==> src/hw/rtl/dpf_pkg.sv <==
// Shared constants and types for the duplicate packet filter.
package dpf_pkg;

  localparam int TABLE_DEPTH_DEF = 16;
  localparam int KEY_W           = 32;
  localparam int PORT_BITS       = 16;

  localparam logic [15:0] ALL_PORTS  = 16'hFFFF;
  localparam logic        ACT_CHECK  = 1'b0;
  localparam logic        ACT_FLUSH  = 1'b1;

  typedef logic [KEY_W-1:0] key_t;

  typedef struct packed {
    logic valid;
    logic hit;
  } chain_t;

endpackage

==> src/hw/rtl/dpf_cell.sv <==
// One table cell: holds an entry, compares it with the search key, passes the hit flag on.
module dpf_cell (
  input  logic            clk,
  input  logic            rst_n,
  input  dpf_pkg::key_t   key,
  input  dpf_pkg::chain_t chain_in,
  input  logic            wr_en,
  input  logic            clr,
  output dpf_pkg::chain_t chain_out
);

  dpf_pkg::key_t   entry_r;
  dpf_pkg::key_t   entry_nxt;
  dpf_pkg::chain_t chain_r;
  dpf_pkg::chain_t chain_nxt;

  always_comb begin
    entry_nxt = entry_r;
    if (clr) begin
      entry_nxt = '0;
    end else if (wr_en) begin
      entry_nxt = key;
    end
    chain_nxt.valid = chain_in.valid;
    chain_nxt.hit   = chain_in.hit | (entry_r == key);
  end

  always_ff @(posedge clk) begin
    if (!rst_n) begin
      entry_r <= '0;
      chain_r <= '0;
    end else begin
      entry_r <= entry_nxt;
      chain_r <= chain_nxt;
    end
  end

  assign chain_out = chain_r;

endmodule

==> src/hw/rtl/duplicate_packet_filter_forward_core.sv <==
// Top level of the duplicate packet filter: control, cell chain and result register.
//
// Input channel in_*: one item per valid/ready handshake. in_action selects a
// header check or a flush of the seen table. Result channel out_*: exactly one
// result per item, held in an output register until out_ready takes it.
// A check item walks the key through a chain of TABLE_DEPTH cells, one cell per
// cycle; the result is registered once the search ends and the output register
// is free, and in_ready rises with it, so a new item is taken only after the
// previous one has its result registered.
// A flush item clears all cells at once, in the same cycle as its result is
// registered; like a check, it waits for a free output register.
// New headers are written into the cell at the write pointer, which wraps.
// When the receiver stalls, a finished result waits in the output register;
// the block still accepts and searches the next item and holds it at the end
// of the search until the output register is free.
// Synchronous reset clears all entries to zero, the write pointer and all
// handshake state; no clearing pass is needed.
module duplicate_packet_filter_forward_core #(
  parameter int TABLE_DEPTH = dpf_pkg::TABLE_DEPTH_DEF
) (
  input  logic        clk,
  input  logic        rst_n,
  input  logic        in_valid,
  output logic        in_ready,
  input  logic        in_action,
  input  logic [15:0] in_source_id,
  input  logic [7:0]  in_packet_type,
  input  logic [7:0]  in_sequence_req,
  input  logic [7:0]  in_hop_radius,
  input  logic [7:0]  in_rx_port,
  output logic        out_valid,
  input  logic        out_ready,
  output logic        out_is_new,
  output logic        out_forward,
  output logic [15:0] out_forward_mask,
  output logic [7:0]  out_forward_radius
);

  localparam int PTR_W = $clog2(TABLE_DEPTH);

  localparam logic [1:0] S_IDLE = 2'd0;
  localparam logic [1:0] S_SRCH = 2'd1;
  localparam logic [1:0] S_DONE = 2'd2;

  logic [1:0]       state_r, state_nxt;
  logic [PTR_W-1:0] wp_r, wp_nxt;
  logic             start_r, start_nxt;
  logic             hit_r, hit_nxt;
  logic             flush_r, flush_nxt;
  dpf_pkg::key_t    key_r, key_nxt;
  logic [7:0]       radius_r, radius_nxt;
  logic [7:0]       port_r, port_nxt;

  logic             out_valid_r, out_valid_nxt;
  logic             out_is_new_r, out_is_new_nxt;
  logic             out_forward_r, out_forward_nxt;
  logic [15:0]      out_mask_r, out_mask_nxt;
  logic [7:0]       out_radius_r, out_radius_nxt;

  dpf_pkg::chain_t  chain [TABLE_DEPTH+1];
  logic             in_acc;
  logic             out_load;
  logic             wr_go;
  logic             clr_go;
  logic             is_new;
  logic             fwd;

  assign in_ready = (state_r == S_IDLE);
  assign in_acc   = in_valid && in_ready;
  assign out_load = (state_r == S_DONE) && (!out_valid_r || out_ready);
  assign is_new   = !flush_r && !hit_r;
  assign fwd      = is_new && (radius_r > 8'd1);
  assign wr_go    = out_load && is_new;
  assign clr_go   = out_load && flush_r;

  assign chain[0].valid = start_r;
  assign chain[0].hit   = 1'b0;

  for (genvar i = 0; i < TABLE_DEPTH; i++) begin : g_cell
    localparam logic [PTR_W-1:0] IDX = PTR_W'(i);
    dpf_cell u_cell (
      .clk       (clk),
      .rst_n     (rst_n),
      .key       (key_r),
      .chain_in  (chain[i]),
      .wr_en     (wr_go && (wp_r == IDX)),
      .clr       (clr_go),
      .chain_out (chain[i+1])
    );
  end

  always_comb begin
    state_nxt      = state_r;
    wp_nxt         = wp_r;
    start_nxt      = 1'b0;
    hit_nxt        = hit_r;
    flush_nxt      = flush_r;
    key_nxt        = key_r;
    radius_nxt     = radius_r;
    port_nxt       = port_r;
    out_valid_nxt  = out_valid_r && !out_ready;
    out_is_new_nxt = out_is_new_r;
    out_forward_nxt = out_forward_r;
    out_mask_nxt   = out_mask_r;
    out_radius_nxt = out_radius_r;
    case (state_r)
      S_IDLE: begin
        if (in_acc) begin
          key_nxt    = {in_source_id, in_packet_type, in_sequence_req};
          radius_nxt = in_hop_radius;
          port_nxt   = in_rx_port;
          flush_nxt  = (in_action == dpf_pkg::ACT_FLUSH);
          hit_nxt    = 1'b0;
          if (in_action == dpf_pkg::ACT_FLUSH) begin
            state_nxt = S_DONE;
          end else begin
            start_nxt = 1'b1;
            state_nxt = S_SRCH;
          end
        end
      end
      S_SRCH: begin
        if (chain[TABLE_DEPTH].valid) begin
          hit_nxt   = chain[TABLE_DEPTH].hit;
          state_nxt = S_DONE;
        end
      end
      S_DONE: begin
        if (out_load) begin
          out_valid_nxt   = 1'b1;
          out_is_new_nxt  = is_new;
          out_forward_nxt = fwd;
          out_mask_nxt    = '0;
          out_radius_nxt  = '0;
          if (fwd) begin
            out_radius_nxt = radius_r - 8'd1;
            if (port_r < 8'(dpf_pkg::PORT_BITS)) begin
              out_mask_nxt = dpf_pkg::ALL_PORTS & ~(16'd1 << port_r[3:0]);
            end else begin
              out_mask_nxt = dpf_pkg::ALL_PORTS;
            end
          end
          if (is_new) begin
            wp_nxt = (wp_r == PTR_W'(TABLE_DEPTH - 1)) ? '0 : wp_r + PTR_W'(1);
          end
          state_nxt = S_IDLE;
        end
      end
      default: begin
        state_nxt = S_IDLE;
      end
    endcase
  end

  always_ff @(posedge clk) begin
    if (!rst_n) begin
      state_r     <= S_IDLE;
      wp_r        <= '0;
      start_r     <= 1'b0;
      out_valid_r <= 1'b0;
    end else begin
      state_r     <= state_nxt;
      wp_r        <= wp_nxt;
      start_r     <= start_nxt;
      out_valid_r <= out_valid_nxt;
    end
  end

  always_ff @(posedge clk) begin
    hit_r         <= hit_nxt;
    flush_r       <= flush_nxt;
    key_r         <= key_nxt;
    radius_r      <= radius_nxt;
    port_r        <= port_nxt;
    out_is_new_r  <= out_is_new_nxt;
    out_forward_r <= out_forward_nxt;
    out_mask_r    <= out_mask_nxt;
    out_radius_r  <= out_radius_nxt;
  end

  assign out_valid          = out_valid_r;
  assign out_is_new         = out_is_new_r;
  assign out_forward        = out_forward_r;
  assign out_forward_mask   = out_mask_r;
  assign out_forward_radius = out_radius_r;

endmodule

==> config.mk <==
export PLATFORM = sky130hd
export DESIGN_NAME = duplicate_packet_filter_forward_core
export DESIGN_NICKNAME = d
export VERILOG_FILES = /design/src/hw/rtl/dpf_pkg.sv /design/src/hw/rtl/dpf_cell.sv /design/src/hw/rtl/duplicate_packet_filter_forward_core.sv
export SDC_FILE = /design/constraint.sdc
export NUM_CORES = 1
export LEC_CHECK = 0
export BUFFER_PORTS_ARGS = -buffer_cell sky130_fd_sc_hd__buf_2
export CAP_MARGIN = 20
export CORE_MARGIN = 2
export CORE_UTILIZATION = 55
export CTS_CLUSTER_SIZE = 10
export DETAILED_ROUTE_END_ITERATION = 16
export HOLD_SLACK_MARGIN = 0.06
export PLACE_DENSITY = 0.84
export REMOVE_ABC_BUFFERS = 1
export SYNTH_ARGS = -nofsm -noshare
export SYNTH_HDL_FRONTEND = slang
export SYNTH_HIERARCHICAL = 1
export SYNTH_SLANG_ARGS = --single-unit
==> constraint.sdc <==
create_clock -name clk -period 3.1 [get_ports clk]
set_input_delay 0.155 -clock clk [delete_from_list [all_inputs] [get_ports clk]]
set_output_delay 0.155 -clock clk [all_outputs]
set_load 0.02 [all_outputs]
# Word-level counts from Yosys, hierarchy flattened
# Index checks and enable logic that the tools add are counted.
# totals
regBits	628
inputBits	53
output_inout_bits	28
word_cells	170
# op_classes
add_sub_neg	2
magnitude_cmp	2
n_eq_ne	36
shift	1
n_mux	13
n_bitwise	17
n_reduce_logical	38
# op_table
cell	count
32-bit == test	16
4-bit == test (second input constant)	8
1-bit logical AND	23
4-bit by 3-bit == test with 1-bit output (second input constant)	4
16-bit two-way mux	1
16-bit NOT	1
1-bit by 4-bit left shift with 16-bit output (first input constant)	1
1-bit bitwise OR	15
3-bit AND reduction	4
4-bit by 2-bit == test with 1-bit output (second input constant)	2
8-bit by 1-bit > comparator with 1-bit output (second input constant)	1
8-bit by 5-bit < comparator with 1-bit output (second input constant)	1
2-bit two-way mux	4
8-bit by 1-bit subtractor with 8-bit output (second input constant)	1
2-bit one-hot mux with 3 select lines	1
1-bit two-way mux	5
4-bit by 1-bit adder with 4-bit output (second input constant)	1
4-bit by 1-bit == test with 1-bit output (second input constant)	1
1-bit logical NOT	4
4-bit logical NOT	1
4-bit two-way mux	1
2-bit by 1-bit inequality test with 1-bit output (second input constant)	2
2-bit AND reduction	2
2-bit by 1-bit == test with 1-bit output (second input constant)	1
8 further kinds	8

# Depth between registers and ports, before layout
# logic_depth
ltp_word	5
depth_mapped	10
ltp_nobuf	6

# Cells and area by module
# The synthesis kept the hierarchy.
# by_module_without_submodules
module	n_inst	cells_each	area_each_um2	seq_area_each_um2
dpf_cell	16	151	1526.5	680.7
duplicate_packet_filter_forward_core	1	226	3269.4	2442.3

# Worst setup path before layout
# Ideal clock, no wire load.
# synth_path
kind	register to register
from	register state_r[0]
to	register flush_r, enable pin
setup_ps	412
t_arrival_ps	2053
t_required_ps	2688
setup_slack_ps	635
path_stages_with_launch	4
path_buffers	1
synth_period_minus_slack_ps	2465
path_cell_list	dfxtp_1 clkbuf_1 nor2_1 and2_1
# synth_via
elab_chain_cells	3
# synth_rtl
element	line	source
start: declaration	duplicate_packet_filter_forward_core.sv:45	logic [1:0] state_r, state_nxt;
start signal: assignment	duplicate_packet_filter_forward_core.sv:162	state_r <= state_nxt;
2-bit logical NOT *	duplicate_packet_filter_forward_core.sv:68	assign in_ready = (state_r == S_IDLE);
net in_ready	duplicate_packet_filter_forward_core.sv:24	output logic in_ready,
1-bit logical AND	duplicate_packet_filter_forward_core.sv:69	assign in_acc = in_valid && in_ready;
2-bit AND reduction (no source line) *	-	
end signal: assignment	duplicate_packet_filter_forward_core.sv:171	flush_r <= flush_nxt;
end: declaration	duplicate_packet_filter_forward_core.sv:49	logic flush_r, flush_nxt;
# The timed path passes the listed nets; every way through them passes the cells marked *.
# A chain may end at the register's enable or synchronous reset.

# Final worst setup path
# layout_path
from	register flush_r
to	register g_cell[15].u_cell.entry_r[12]
# layout_via
elab_chain_cells	4
elab_cells_between_ends	6
cone_classes	reduce/logical (6)
# layout_rtl
element	line	source
1-bit logical NOT	duplicate_packet_filter_forward_core.sv:71	assign is_new = !flush_r && !hit_r;
1-bit logical AND	duplicate_packet_filter_forward_core.sv:71	
1-bit logical AND	duplicate_packet_filter_forward_core.sv:73	assign wr_go = out_load && is_new;
1-bit logical AND	duplicate_packet_filter_forward_core.sv:86	.wr_en (wr_go && (wp_r == IDX)),
end signal: assignment	dpf_cell.sv:33	entry_r <= entry_nxt;
end: declaration	dpf_cell.sv:12	dpf_pkg::key_t entry_r;
# Several ways; a longest one is shown, not always the timed one.

==> results.cfg <==
[setup_path]
rrSetupSlack_ns = 0.23
worstPathRequired_ns = 3.57
setup.worst_path.class = flop to flop
r2r_start = flush_r$_DFFE_PP_
r2r_cells = 7
crit_arrival_ns = 3.34
cp_cell_sequence = or2_2 > inv_1 > nand4_1 > nor2_4 > buf_4 > mux2i_1 > nor2_1
r2r_end = g_cell[15].u_cell/entry_r[12]$_SDFFE_PP0P_
crit_slowest_cell = nand4_1
max_stage_delay_ns = 0.51
crit_path_end_kind = flop
worst-path-max-fanout = 32
crit_path_start_kind = flop

[logic_synthesis]
synth.cell_area_um2 = 27690
yosysSeqAreaShare = 0.4815
ys_warn_count = 6
synth_ff_type = dfxtp_1
async_flop_share = 0
ys_seq_elements = 628
synth_area_per_cell_um2 = 10.48
synth_edf_count = 76
synth_cells = 2642
yosysUniqueCellTypes = 41

[route]
antenna_left = 0
detail_route.wl_per_cell_um = 18.85
drt-vias-per-instance = 5.585
vias = 19680
dr.pass1.iters = 7
drt_iter0_markers = 1141
drcViolationCount = 0
drt-total-wl_mm = 66.41

[clock_tree]
cts_made_buffers = 73
clock_latency_ns = 0.60
clkTransAtPathRegs_ns = 0.06
clock-sinks = 628
cts-root-buf = clkbuf_16
clk_path_buf_depth = 3
postCtsSetupBuffers = 0
cts_htree_levels = 3
ctsResizeCount = 0
cts_tree = built

[worst_hold_path]
min-delay-start = rst_n
holdPathEnd = g_cell[8].u_cell/chain_out[0]$_SDFF_PN0_
min_path_type = primary input to flop
whs_path_depth = 2

[placement]
postPlaceCellArea_um2 = 29460
portBuffers = 80
dp_slack_ns = 0.3822
gp_congestion = 0.8242
dpl.hpwl_mm = 40.29

[pwr]
clockPowerShare = 0.440
powerDensity_nw_per_um2 = 543.7
power_frac_comb = 0.076
p_sw_mw = 4.016
p_int_mw = 13.40
switching_share = 0.2306
p_leak_nw = 10.00
max-vdd-ir-drop_mv = 0.3151
seqPwrFrac = 0.484

[final_layout]
multi_input_area_um2 = 13780
area_growth_pct = 15.66
design_area_um2 = 32030
ff_latch_area_um2 = 13330
drive_above_1_share = 0.09891
n_antenna_cell = 0
nFillCells = 3588
nets = 2885

[sta]
tightest_slew_ns = 1.001
period_needed_ns = 2.868
maxSlewHeadroom = 0.3325
setup_viol = 0
fin_hold_ws_ns = 0.1427
final-hold-violation-count = 0
worst_slack_ns = 0.2322
post-route-period-util = 0.9251
setup-tns-final_ns = 0
final_max_slew_viol_count = 0
clock_skew_ns = 0.01483
rsz0062_at_grt = no
max_freq_mhz = 348.7

[die]
io_pins = 81
start_util = 0.5542
rows = 82
die_h_um = 228.4
dieArea_um2 = 52160
die_w_um = 228.4
core_area_um2 = 49970

[global_routing]
grt_max_degree = 38
overflow = 0
grt_first_pass_wirelength_mm = 107.0
grt_pass1_vias = 20660
globalRouteTotalUtil = 0.2535
grt_antenna_before_repair = 1

[flow_run]
maxCapViolations = 0

[run_status]
status = finished, final reports clean
## how the worst max path moves through the flow
stage / startpoint / to / slack [ns] / depth (start not counted)
after floorplan: hit_r$_SDFFCE_PP0P_ / g_cell[3].u_cell/entry_r[0]$_SDFFE_PP0P_ / -1.76 / 6
after global placement: flush_r$_DFFE_PP_ / g_cell[15].u_cell/entry_r[23]$_SDFFE_PP0P_ / 0.57 / 7
after detailed placement: flush_r$_DFFE_PP_ / g_cell[15].u_cell/entry_r[8]$_SDFFE_PP0P_ / 0.38 / 7
after CTS: flush_r$_DFFE_PP_ / g_cell[15].u_cell/entry_r[12]$_SDFFE_PP0P_ / 0.29 / 7
after global routing: flush_r$_DFFE_PP_ / g_cell[15].u_cell/entry_r[12]$_SDFFE_PP0P_ / 0.09 / 7
final: flush_r$_DFFE_PP_ / g_cell[15].u_cell/entry_r[12]$_SDFFE_PP0P_ / 0.23 / 7
## logic make-up (layout without fill, tap and decap cells)
family                     count (synthesis)  count (layout)  share of synthesized area
AOI/OAI and AO/OA                         56              56                    0.01193
xor gates and xnor gates                 513             513                     0.1622
adders and majority gates                  6               6                   0.002711
buffers and inverters                    131             340                    0.02526
DFF                                      628             628                     0.4815
muxes                                    514             514                     0.1858
other                                      1               1                  0.0001354
and+or+nand+nor                          793             793                     0.1305
## cell usage after synthesis (all sizes together) (2+ instances only)
library cell,n,area [um2]
clkbuf,52,195.2
dfxtp,552,11050
nor2,535,2008
mux2i,514,5145
a31oi,5,31.28
nand2b,23,143.9
or4,3,22.52
edfxtp,76,2282
nor2b,21,131.4
inv,10,37.54
nand4,134,838.3
or3,2,17.52
nand2,5,18.77
nor4,33,206.5
buf,69,466.7
xnor2,513,4493
and2,17,106.4
o31ai,6,45.04
nor3,10,50.05
ha,6,75.07
a21oi,36,180.2
nand3b,3,22.52
nand3,2,10.01
## layer usage
| metal | up-vias | GRT usage | wire length [um] |
|---|---|---|---|
| li1 | 9316 | - | - |
| met1 | 9682 | 0.2962 | 27380 |
| met2 | 482 | 0.4508 | 33250 |
| met3 | 195 | 0.03842 | 2808 |
| met4 | 2 | 0.1297 | 2957 |
| met5 | - | 0 | 12 |
## power by group through the flow
stage	sequential (mW)	combinational [mW]	clock [mW]
after floorplan	8.76	0.575	0
after global placement	8.58	1.21	0
after detailed placement	8.59	1.25	0
after CTS	8.41	1.32	7.76
after global routing	8.42	1.42	8.11
final	8.42	1.33	7.66
## repair_timing
| action | in CTS | in global routing |
|---|---|---|
| hold buffers | 51 | 0 |
| endpoints found under the hold margin | 53 | 0 |
| setup endpoints to repair | 0 | 0 |
## critical path: cells and delay by family (launching register included)
family,cells,cell delay (ns)
and+or+nand+nor,4,1.17
buffers and inverters,2,0.82
DFF,1,0.39
muxes,1,0.32
## layout make-up
cell class                      count  area share
Multi-Input combinational cell   1883      0.4302
Sequential cell                   628      0.4163
Clock inverter                      3    0.001484
Timing Repair Buffer              230     0.06180
Inverter                           10    0.001172
Tap cell                          672     0.02625
Clock buffer                       97     0.06281
## placed cells by master (no fill, tap or decap), drive strengths merged, types with 3 or more instances in the layout
cell	synthesis	final
dfxtp	552	552
xnor2	513	513
a31oi	5	5
o31ai	6	6
and2	17	17
inv	10	12
buf	69	179
nand2b	23	23
mux2i	514	514
nor2b	21	21
nand2	5	5
nand3b	3	3
clkbuf	52	97
dlygate4sd3	0	51
nand4	134	134
edfxtp	76	76
or4	3	3
nor2	535	535
ha	6	6
nor3	10	10
nor4	33	33
a21oi	36	36
## state kept, by name, summed over array words and instances (netlist names), 4 cells and up
name,count
wp_r,4
radius_r,8
out_forward_mask,16
g_cell.u_cell/chain_out,32
port_r,8
key_r,32
g_cell.u_cell/entry_r,512
out_forward_radius,8
## through the flow
stage	power, mW	utilization	cells
final	17.41	0.6410	3523
after global routing	17.95	0.6410	3523
after CTS	17.50	0.6410	3523
after detailed placement	9.837	0.5896	3372
after global placement	9.793	0.5896	3372
after floorplan	9.334	-	2521
No activity file was read; power rests on OpenSTA's default activity.
